<file path="src/rtl/core/mbrtu_pkg.sv">
// Shared types, constants and the CRC-16 byte update for the Modbus coil-write master.
`default_nettype none
package mbrtu_pkg;

	localparam int REPLY_BUFFER_BYTES = 256;
	localparam int CNT_W = $clog2(REPLY_BUFFER_BYTES + 1);
	localparam int LEN_W = 9;
	localparam int REQ_LEN = 8;
	localparam int TMO_W = 16;

	localparam logic [15:0] CRC_INIT = 16'hFFFF;
	localparam logic [15:0] CRC_POLY = 16'hA001;
	localparam logic [7:0] FUNC_WRITE_COIL = 8'h05;
	localparam logic [7:0] FUNC_EXCEPTION = 8'h85;
	localparam logic [7:0] COIL_ON_BYTE = 8'hFF;
	localparam logic [7:0] COIL_OFF_BYTE = 8'h00;

	// Reply byte positions that carry the function and exception code,
	// without and with a leading echo of the request.
	localparam int POS_FUNC = 1;
	localparam int POS_CODE = 2;
	localparam int POS_FUNC_ECHO = 9;
	localparam int POS_CODE_ECHO = 10;

	typedef enum logic [1:0] {
		CMD_START = 2'd0,
		CMD_BYTE = 2'd1,
		CMD_TICK = 2'd2
	} cmd_t;

	typedef enum logic [2:0] {
		ST_OK = 3'd0,
		ST_TIMEOUT = 3'd1,
		ST_SHORT = 3'd2,
		ST_CRC_FAIL = 3'd3,
		ST_EXCEPTION = 3'd4
	} status_t;

	typedef enum logic {
		REG_FIRST_TIMEOUT = 1'b0,
		REG_INTER_TIMEOUT = 1'b1
	} reg_idx_t;

	typedef struct packed {
		logic [1:0] cmd;
		logic [7:0] slave_id;
		logic [15:0] coil_address;
		logic coil_on;
		logic [7:0] rx_data;
	} item_t;

	typedef struct packed {
		logic kind;
		logic [7:0] tx_data;
		logic last;
		logic [2:0] status;
		logic [7:0] exception_code;
		logic [LEN_W-1:0] reply_length;
	} result_t;

	typedef logic [REQ_LEN-1:0][7:0] req_bytes_t;

	// Result request from the transaction logic to the output sequencer.
	typedef struct packed {
		logic load_req;
		logic load_stat;
		logic [7:0] slave_id;
		logic [15:0] coil_address;
		logic coil_on;
		logic [2:0] status;
		logic [7:0] exception_code;
		logic [LEN_W-1:0] reply_length;
	} push_t;

	function automatic logic [15:0] crc_byte(input logic [15:0] crc, input logic [7:0] b);
		logic [15:0] c;
		c = crc ^ {8'h00, b};
		for (int i = 0; i < 8; i++) begin
			if (c[0]) begin
				c = (c >> 1) ^ CRC_POLY;
			end else begin
				c = c >> 1;
			end
		end
		return c;
	endfunction

endpackage
`default_nettype wire

</file>
<file path="src/rtl/core/modbus_rtu_write_coil_master_unit.sv">
// Top level of the Modbus RTU function 05 master: register port, input register and submodules.
//
//   channel   direction  handshake                   payload
//   item      in         item_valid / item_ready     item   (mbrtu_pkg::item_t)
//   result    out        result_valid / result_ready result (mbrtu_pkg::result_t)
//   config    in         psel / penable / pready     paddr, pwdata, pwrite, prdata
//
// Each item is registered, then handled by the transaction logic; an item
// that causes no result (byte, tick without timeout) leaves the input register every cycle.
// A start gives eight request bytes and a timeout one status transaction; those wait only
// until the output sequencer has sent the final part of the previous result, sent one per
// cycle while result_ready is high. The request CRC is built in the sequencer after a start.
// Reset idles the block and loads timeouts of 500 and 10 ticks; no clearing pass is needed.
`default_nettype none
module modbus_rtu_write_coil_master_unit (
	input wire logic clk,
	input wire logic arst_n,
	input wire logic item_valid,
	output logic item_ready,
	input wire mbrtu_pkg::item_t item,
	output logic result_valid,
	input wire logic result_ready,
	output mbrtu_pkg::result_t result,
	input wire logic psel,
	input wire logic penable,
	input wire logic pwrite,
	input wire logic [2:0] paddr,
	input wire logic [31:0] pwdata,
	output logic [31:0] prdata,
	output logic pready
);

	logic [mbrtu_pkg::TMO_W-1:0] first_timeout_q;
	logic [mbrtu_pkg::TMO_W-1:0] inter_timeout_q;
	logic valid_s1;
	mbrtu_pkg::item_t item_s1;
	logic consume;
	logic emit_free;
	mbrtu_pkg::push_t push;
	mbrtu_pkg::req_bytes_t req_bytes;

	assign pready = 1'b1;

	always_ff @(posedge clk or negedge arst_n) begin
		if (!arst_n) begin
			first_timeout_q <= 16'd500;
			inter_timeout_q <= 16'd10;
		end else if (psel && penable && pwrite && pready) begin
			case (paddr[2])
				mbrtu_pkg::REG_FIRST_TIMEOUT: first_timeout_q <= pwdata[15:0];
				mbrtu_pkg::REG_INTER_TIMEOUT: inter_timeout_q <= pwdata[15:0];
				default: ;
			endcase
		end
	end

	always_comb begin
		case (paddr[2])
			mbrtu_pkg::REG_FIRST_TIMEOUT: prdata = {16'h0000, first_timeout_q};
			mbrtu_pkg::REG_INTER_TIMEOUT: prdata = {16'h0000, inter_timeout_q};
			default: prdata = '0;
		endcase
	end

	assign item_ready = !valid_s1 || consume;

	always_ff @(posedge clk or negedge arst_n) begin
		if (!arst_n) begin
			valid_s1 <= 1'b0;
		end else if (item_ready) begin
			valid_s1 <= item_valid;
		end
	end

	always_ff @(posedge clk) begin
		if (item_valid && item_ready) begin
			item_s1 <= item;
		end
	end

	mbrtu_proc u_proc (
		.clk(clk),
		.arst_n(arst_n),
		.valid(valid_s1),
		.item(item_s1),
		.emit_free(emit_free),
		.req_bytes(req_bytes),
		.first_timeout(first_timeout_q),
		.inter_timeout(inter_timeout_q),
		.consume(consume),
		.push(push)
	);

	mbrtu_emit u_emit (
		.clk(clk),
		.arst_n(arst_n),
		.push(push),
		.free(emit_free),
		.req_bytes(req_bytes),
		.result_valid(result_valid),
		.result_ready(result_ready),
		.result(result)
	);

endmodule
`default_nettype wire

</file>
<file path="src/rtl/core/mbrtu_emit.sv">
// Output sequencer: holds the request bytes, builds their CRC and sends results one at a time.
`default_nettype none
module mbrtu_emit (
	input wire logic clk,
	input wire logic arst_n,
	input wire mbrtu_pkg::push_t push,
	output logic free,
	output mbrtu_pkg::req_bytes_t req_bytes,
	output logic result_valid,
	input wire logic result_ready,
	output mbrtu_pkg::result_t result
);

	logic [5:0][7:0] req_q;
	logic [15:0] crc_q;
	logic [2:0] crc_pos_q;
	logic valid_q;
	logic stat_q;
	logic [2:0] idx_q;
	logic [2:0] status_q;
	logic [7:0] exc_q;
	logic [mbrtu_pkg::LEN_W-1:0] len_q;
	logic final_item;

	assign final_item = stat_q || (idx_q == 3'(mbrtu_pkg::REQ_LEN - 1));
	assign free = !valid_q || (result_ready && final_item);

	always_comb begin
		for (int i = 0; i < 6; i++) begin
			req_bytes[i] = req_q[i];
		end
		req_bytes[6] = crc_q[7:0];
		req_bytes[7] = crc_q[15:8];
	end

	always_comb begin
		result.kind = stat_q;
		result.tx_data = stat_q ? 8'h00 : req_bytes[idx_q];
		result.last = !stat_q && final_item;
		result.status = stat_q ? status_q : 3'(mbrtu_pkg::ST_OK);
		result.exception_code = stat_q ? exc_q : 8'h00;
		result.reply_length = stat_q ? len_q : '0;
	end
	assign result_valid = valid_q;

	// The CRC runs one byte per cycle after a load; byte six is needed only after six
	// earlier bytes have gone out on the bus or passed the echo check.
	always_ff @(posedge clk or negedge arst_n) begin
		if (!arst_n) begin
			req_q <= '0;
			crc_q <= '0;
			crc_pos_q <= 3'd6;
		end else if (push.load_req) begin
			req_q[0] <= push.slave_id;
			req_q[1] <= mbrtu_pkg::FUNC_WRITE_COIL;
			req_q[2] <= push.coil_address[15:8];
			req_q[3] <= push.coil_address[7:0];
			req_q[4] <= push.coil_on ? mbrtu_pkg::COIL_ON_BYTE : mbrtu_pkg::COIL_OFF_BYTE;
			req_q[5] <= 8'h00;
			crc_q <= mbrtu_pkg::crc_byte(mbrtu_pkg::CRC_INIT, push.slave_id);
			crc_pos_q <= 3'd1;
		end else if (crc_pos_q != 3'd6) begin
			crc_q <= mbrtu_pkg::crc_byte(crc_q, req_bytes[crc_pos_q]);
			crc_pos_q <= crc_pos_q + 3'd1;
		end
	end

	always_ff @(posedge clk or negedge arst_n) begin
		if (!arst_n) begin
			valid_q <= 1'b0;
			stat_q <= 1'b0;
			idx_q <= '0;
		end else if (push.load_req) begin
			valid_q <= 1'b1;
			stat_q <= 1'b0;
			idx_q <= '0;
		end else if (push.load_stat) begin
			valid_q <= 1'b1;
			stat_q <= 1'b1;
			idx_q <= '0;
		end else if (valid_q && result_ready) begin
			if (final_item) begin
				valid_q <= 1'b0;
			end else begin
				idx_q <= idx_q + 3'd1;
			end
		end
	end

	always_ff @(posedge clk) begin
		if (push.load_stat) begin
			status_q <= push.status;
			exc_q <= push.exception_code;
			len_q <= push.reply_length;
		end
	end

endmodule
`default_nettype wire

</file>
<file path="src/rtl/core/mbrtu_proc.sv">
// Transaction logic: reply collection, running CRCs, echo detection and timeout status.
`default_nettype none
module mbrtu_proc (
	input wire logic clk,
	input wire logic arst_n,
	input wire logic valid,
	input wire mbrtu_pkg::item_t item,
	input wire logic emit_free,
	input wire mbrtu_pkg::req_bytes_t req_bytes,
	input wire logic [mbrtu_pkg::TMO_W-1:0] first_timeout,
	input wire logic [mbrtu_pkg::TMO_W-1:0] inter_timeout,
	output logic consume,
	output mbrtu_pkg::push_t push
);

	localparam int CW = mbrtu_pkg::CNT_W;

	logic busy_q;
	logic [CW-1:0] count_q;
	logic receiving_q;
	logic [mbrtu_pkg::TMO_W-1:0] silence_q;
	logic echo_q;
	logic [15:0] crc_whole_q;
	logic [15:0] crc_after_q;
	logic [3:0][7:0] fc_q;

	logic do_start;
	logic do_byte;
	logic do_tick;
	logic timed_out;
	logic need_result;
	logic echo;
	logic [CW-1:0] len;
	logic [15:0] crc_sel;
	logic [7:0] func_sel;
	logic [7:0] code_sel;
	logic [2:0] status;
	logic [7:0] exc;

	assign do_start = (item.cmd == mbrtu_pkg::CMD_START) && !busy_q;
	assign do_byte = (item.cmd == mbrtu_pkg::CMD_BYTE) && busy_q
		&& (count_q < CW'(mbrtu_pkg::REPLY_BUFFER_BYTES));
	assign do_tick = (item.cmd == mbrtu_pkg::CMD_TICK) && busy_q;
	assign timed_out = silence_q >= (receiving_q ? inter_timeout : first_timeout);

	assign need_result = do_start || (do_tick && timed_out);
	assign consume = valid && (!need_result || emit_free);

	always_comb begin
		echo = echo_q && (count_q >= CW'(mbrtu_pkg::REQ_LEN));
		len = echo ? count_q - CW'(mbrtu_pkg::REQ_LEN) : count_q;
		crc_sel = echo ? crc_after_q : crc_whole_q;
		func_sel = echo ? fc_q[2] : fc_q[0];
		code_sel = echo ? fc_q[3] : fc_q[1];
		exc = 8'h00;
		if (len == '0) begin
			status = 3'(mbrtu_pkg::ST_TIMEOUT);
		end else if (len < CW'(mbrtu_pkg::REQ_LEN)) begin
			status = 3'(mbrtu_pkg::ST_SHORT);
		end else if (crc_sel != 16'h0000) begin
			status = 3'(mbrtu_pkg::ST_CRC_FAIL);
		end else if (func_sel == mbrtu_pkg::FUNC_EXCEPTION) begin
			status = 3'(mbrtu_pkg::ST_EXCEPTION);
			exc = code_sel;
		end else begin
			status = 3'(mbrtu_pkg::ST_OK);
		end
	end

	always_comb begin
		push.load_req = consume && do_start;
		push.load_stat = consume && do_tick && timed_out;
		push.slave_id = item.slave_id;
		push.coil_address = item.coil_address;
		push.coil_on = item.coil_on;
		push.status = status;
		push.exception_code = exc;
		push.reply_length = mbrtu_pkg::LEN_W'(len);
	end

	always_ff @(posedge clk or negedge arst_n) begin
		if (!arst_n) begin
			busy_q <= 1'b0;
			count_q <= '0;
			receiving_q <= 1'b0;
			silence_q <= '0;
			echo_q <= 1'b1;
			crc_whole_q <= mbrtu_pkg::CRC_INIT;
			crc_after_q <= mbrtu_pkg::CRC_INIT;
			fc_q <= '0;
		end else if (consume) begin
			if (do_start) begin
				busy_q <= 1'b1;
				count_q <= '0;
				receiving_q <= 1'b0;
				silence_q <= '0;
				echo_q <= 1'b1;
				crc_whole_q <= mbrtu_pkg::CRC_INIT;
				crc_after_q <= mbrtu_pkg::CRC_INIT;
				fc_q <= '0;
			end else if (do_byte) begin
				if ((count_q < CW'(mbrtu_pkg::REQ_LEN)) && (item.rx_data != req_bytes[count_q[2:0]])) begin
					echo_q <= 1'b0;
				end
				crc_whole_q <= mbrtu_pkg::crc_byte(crc_whole_q, item.rx_data);
				if (count_q >= CW'(mbrtu_pkg::REQ_LEN)) begin
					crc_after_q <= mbrtu_pkg::crc_byte(crc_after_q, item.rx_data);
				end
				if (count_q == CW'(mbrtu_pkg::POS_FUNC)) begin
					fc_q[0] <= item.rx_data;
				end
				if (count_q == CW'(mbrtu_pkg::POS_CODE)) begin
					fc_q[1] <= item.rx_data;
				end
				if (count_q == CW'(mbrtu_pkg::POS_FUNC_ECHO)) begin
					fc_q[2] <= item.rx_data;
				end
				if (count_q == CW'(mbrtu_pkg::POS_CODE_ECHO)) begin
					fc_q[3] <= item.rx_data;
				end
				count_q <= count_q + CW'(1);
				receiving_q <= 1'b1;
				silence_q <= '0;
			end else if (do_tick) begin
				if (timed_out) begin
					busy_q <= 1'b0;
				end else begin
					silence_q <= silence_q + mbrtu_pkg::TMO_W'(1);
				end
			end
		end
	end

endmodule
`default_nettype wire
</file>
<file path="config.mk">
export PLATFORM = sky130hd
export DESIGN_NAME = modbus_rtu_write_coil_master_unit
export DESIGN_NICKNAME = d
export VERILOG_FILES = /design/src/rtl/core/mbrtu_pkg.sv /design/src/rtl/core/modbus_rtu_write_coil_master_unit.sv /design/src/rtl/core/mbrtu_emit.sv /design/src/rtl/core/mbrtu_proc.sv
export SDC_FILE = /design/constraint.sdc
export NUM_CORES = 1
export LEC_CHECK = 0
export BUFFER_PORTS_ARGS = -buffer_cell sky130_fd_sc_hd__buf_2
export CAP_MARGIN = 20
export CORE_MARGIN = 2
export CORE_UTILIZATION = 60
export CTS_CLUSTER_SIZE = 30
export DETAILED_ROUTE_END_ITERATION = 7
export GPL_TIMING_DRIVEN = 0
export HOLD_SLACK_MARGIN = 0.05
export PLACE_DENSITY = 0.77
export SLEW_MARGIN = 20
export SYNTH_ARGS = -nofsm -noshare
export SYNTH_HDL_FRONTEND = slang
export SYNTH_HIERARCHICAL = 1
export SYNTH_SLANG_ARGS = --single-unit
</file>
<file path="constraint.sdc">
create_clock -name clk -period 7 [get_ports clk]
set_input_delay 0.35 -clock clk [delete_from_list [all_inputs] [get_ports clk]]
set_output_delay 0.35 -clock clk [all_outputs]
set_load 0.01 [all_outputs]
</file>
==> metrics.log <==
INFO  metric p_int = 4.49 mW
INFO  metric cts-buffers-inserted = 25
INFO  metric synth.ff_latch_count = 230
INFO  metric route.detailed.drc = 0
INFO  metric fmaxAchievable = 183 MHz
INFO  metric ir_worst_vdd = 0.000303 V
INFO  metric dr_total_vias = 9869
INFO  metric timing.setup.critical_path_class = flip-flop to flip-flop
INFO  metric grt_first_pass_wirelength = 50.2 mm
INFO  metric number_of_cells_on_the_worst_reg_to_reg_path = 15
INFO  metric synthCells = 1198
INFO  metric cts_max_level = 1
INFO  metric synth_async_sr_flop_share = 76.1%
INFO  metric period_share = 77.9%
INFO  metric clkPwrFrac = 21.5%
INFO  metric cells_along_the_critical_path = clkbuf_1 > clkbuf_1 > mux2i_1 > ha_1 > a21oi_1 > a2bb2oi_1 > nor4b_2 > a32oi_4 > nand2b_4 > buf_6 > nor2_1 > clkbuf_1 > buf_1 > clkbuf_1 > nor3_1
INFO  metric share_comb_of_total_power = 45.2%
INFO  metric place_congestion = 1.01
INFO  metric wl_met3 = 1.97 mm
INFO  metric syn_avg_cell_area = 11.2 um^2
INFO  metric worst_skew_pair.late_latency = 530 ps
INFO  metric yosysSeqAreaShare = 45.4%
INFO  metric worst-endpoint-required = 7360 ps
INFO  metric fp.dieArea = 0.0235 mm^2
INFO  metric routed_wirelength = 31.4 mm
INFO  metric setup_viol = 0
INFO  metric io_pins = 142
INFO  metric cts.path.max_buffers = 3
INFO  metric cts.repair.resized = 0
INFO  metric whs_path_depth = 2
INFO  metric path_common_cell = sky130_fd_sc_hd__clkbuf_1
INFO  metric fillerInstances = 1600
INFO  metric multi_input_gate_area_in_the_final_layout = 0.00650 mm^2
INFO  metric worst_setup_hold_path_clk_slew = 60 ps
INFO  metric antenna_violating_nets_post_route = 0
INFO  metric cell_chosen_for_the_clock_root = sky130_fd_sc_hd__clkbuf_16
INFO  metric detail_route.first_pass.iterations = 5
INFO  metric syn-cell-area = 0.0134 mm^2
INFO  metric post_route_cells_drive_above_1_share = 30.6%
INFO  metric met1_length = 13.4 mm
INFO  metric wl_per_cell = 18.5 um
INFO  metric worstSetupEndpointType = flip-flop
INFO  metric start_kind = flip-flop
INFO  metric antenna_cells = 0
INFO  metric clkSinkCount = 230
INFO  metric skew = 21.1 ps
INFO  metric first_global_vias = 9531
INFO  metric highest_layer = met4
INFO  metric floorplan.initialDensity = 61.2%
INFO  metric final.setup.tns = 0 ps
INFO  metric netSwitchingPower = 2.54 mW
INFO  metric arrival = 5820 ps
INFO  metric grt_max_degree = 99
INFO  metric finalHoldViolCount = 0
INFO  metric hold_slack = 74.9 ps
INFO  metric run_status = finished clean
INFO  metric synth.lib_cells_used.distinct = 71
INFO  metric power.share.sequential = 33.3%
INFO  metric max-slew-margin-rel = 40.2%
INFO  metric critical_path_s_slowest_cell = sky130_fd_sc_hd__clkbuf_1
INFO  metric synth_warnings = 6
INFO  metric final_max_slew_viol_count = 0
INFO  metric grt_antenna_before_repair = 0
INFO  metric final-seq-area = 0.00608 mm^2
INFO  metric synth_flop_cell = sky130_fd_sc_hd__dfrtp_1
INFO  metric critical_path.max_stage_delay = 740 ps
INFO  metric power.leakage = 6.85 nW
INFO  metric timing.hold.worst.class = input pin to flip-flop
INFO  metric dr.first_iter.drc_count = 932
INFO  metric post_drt_via_cell_ratio = 5.81
INFO  metric power.density = 445 mW/mm^2
INFO  metric global_route_usage_over_all_layers = 26.3%
INFO  metric maxCapViolCount = 0
INFO  metric floorplan.core_area = 0.0219 mm^2
INFO  metric layout_min_cycle_time = 5450 ps
INFO  metric switching_share = 36.1%
INFO  metric final_nets = 1506
INFO  metric detailed_place_hpwl = 22.2 mm
INFO  metric cts_tree = built
INFO  metric worst-slew-pin-transition = 897 ps
INFO  metric num_rows = 54
INFO  metric port_buffers = 105
INFO  metric met2_routed_length = 15.3 mm
INFO  metric area_delta_synth_final = 17.8%
INFO  metric floorplan.die.height = 153 um
INFO  metric grt_overflow = 0
INFO  metric synth_edf_count = 55
INFO  metric die_w = 153 um
INFO  metric unrepaired_setup_endpoints_after_global_routing = no
INFO  metric worstPathMaxFanout = 10
## registers in the layout, summed over array words and instances, names as in the netlist, 3 cells and up
signal              count
u_proc/crc_whole_q     16
inter_timeout_q        16
first_timeout_q        16
u_proc/crc_after_q     16
u_proc/count_q          9
u_proc/silence_q       16
u_emit/status_q         3
u_emit/req_bytes       26
item_s1                35
u_emit/idx_q            3
u_emit/crc_q           16
u_emit/len_q            9
u_proc/fc_q            32
u_emit/exc_q            8
u_emit/crc_pos_q        3
## routing by layer
metal	track usage, %	vias up
met3	3.49	67
met5	0	-
met4	6.68	0
met2	44.7	387
li1	-	4568
met1	36.1	4847
## cell type report
class | count | area share, %
sequential | 230 | 38.6
multi-input combinational | 844 | 41.2
clock inverter | 17 | 1.72
inverter | 20 | 0.476
clock buffer | 28 | 4.30
buffer | 132 | 5.34
timing repair buffer | 148 | 6.18
tap | 280 | 2.22
## Yosys cell counts (all sizes together) (13+ instances only)
cell type	number	area [um^2]
dfrtp	132	3300
nand2	87	327
o21ai	60	300
edfxtp	55	1650
and2	34	213
dfstp	43	1130
nor3	13	65.1
mux2	107	1330
a31oi	27	169
inv	20	75.1
xnor2	85	744
a21oi	53	307
mux4	20	450
nand2b	14	95.1
mux2i	46	460
nor4	16	100
nor2	79	297
clkbuf	38	143
nand3	24	120
xor2	22	193
buf	94	701
ha	28	350
## metrics by stage
stage               instances  cell area [um^2]  setup WS, ps  util, %  total power [mW]
floorplan                1226             13500          1370        -              4.72
finish                   1699             15800          1550     72.1              7.02
detailed placement       1617             14500          1570     66.1              5.46
global route             1699             15800          1250     72.1              7.41
global placement         1611             14400          -519     65.7              5.32
CTS                      1699             15800          1570     72.1              7.00
## final timing paths
kind / startpoint / end / slack (ps)
worst max-delay path: u_proc/receiving_q / u_emit/idx_q[2] / 1550
worst min-delay path: pwdata[12] / first_timeout_q[12] / 70
worst max register to register: u_proc/receiving_q / u_emit/idx_q[2] / 1550
worst min register to register: u_proc/crc_whole_q[9] / u_proc/crc_whole_q[9] / 470
max in group asynchronous: arst_n / first_timeout_q[7] / 5690
min in group asynchronous: arst_n / u_proc/fc_q[10] / 400
## power groups by stage
stage                     registers (mW)  clock network, mW  logic [mW]
after floorplan                     2.17                  0        2.55
after global placement              2.33                  0        2.99
after detailed placement            2.34                  0        3.11
after CTS                           2.33               1.53        3.14
after global routing                2.39               1.59        3.43
final                               2.34               1.51        3.17
## critical path, delay by kind of cell, from the launching register on
kind,cells,cell delay [ps]
muxes,1,310
DFF,1,330
AOI/OAI and AO/OA,3,690
and+or+nand+nor,4,900
buffers and inverters,6,2780
adders and majority gates,1,280
## kinds of logic after synthesis
family | synth area share [%]
AND/OR/NAND/NOR | 11.8
flip-flops | 45.4
AO/OA/AOI/OAI | 9.12
multiplexers | 16.7
buffers and inverters | 6.86
XOR/XNOR | 7.34
adder cells (fa/ha/maj) | 2.62
other | 0.0841
## placed cells by master, fill, tap and decap left out, types with 6 or more instances in the layout
cell	instances
sky130_fd_sc_hd__nand2_1	87
sky130_fd_sc_hd__a21oi_1	48
sky130_fd_sc_hd__xnor2_1	85
sky130_fd_sc_hd__clkbuf_16	26
sky130_fd_sc_hd__nor2_1	79
sky130_fd_sc_hd__bufinv_16	7
sky130_fd_sc_hd__conb_1	31
sky130_fd_sc_hd__dfrtp_1	132
sky130_fd_sc_hd__mux2i_1	46
sky130_fd_sc_hd__o211ai_1	10
sky130_fd_sc_hd__nand2b_1	13
sky130_fd_sc_hd__mux2_2	73
sky130_fd_sc_hd__a31oi_1	27
sky130_fd_sc_hd__and2_1	32
sky130_fd_sc_hd__o21ai_0	55
sky130_fd_sc_hd__edfxtp_1	55
sky130_fd_sc_hd__xor2_1	22
sky130_fd_sc_hd__clkbuf_1	38
sky130_fd_sc_hd__nand3_1	24
sky130_fd_sc_hd__ha_1	28
sky130_fd_sc_hd__nor4_1	16
sky130_fd_sc_hd__buf_4	72
sky130_fd_sc_hd__dfstp_2	43
sky130_fd_sc_hd__and3_1	10
sky130_fd_sc_hd__mux2_4	34
sky130_fd_sc_hd__nor3_1	13
sky130_fd_sc_hd__mux4_2	20
sky130_fd_sc_hd__buf_2	118
sky130_fd_sc_hd__inv_1	20
sky130_fd_sc_hd__a211o_1	6
sky130_fd_sc_hd__dlygate4sd3_1	37
sky130_fd_sc_hd__buf_6	9
## repair_timing
item	4_1_cts	5_1_grt
hold buffers	37	0
setup buffers	0	0
hold endpoints to repair	81	0
(Power assumes the default switching activity.)
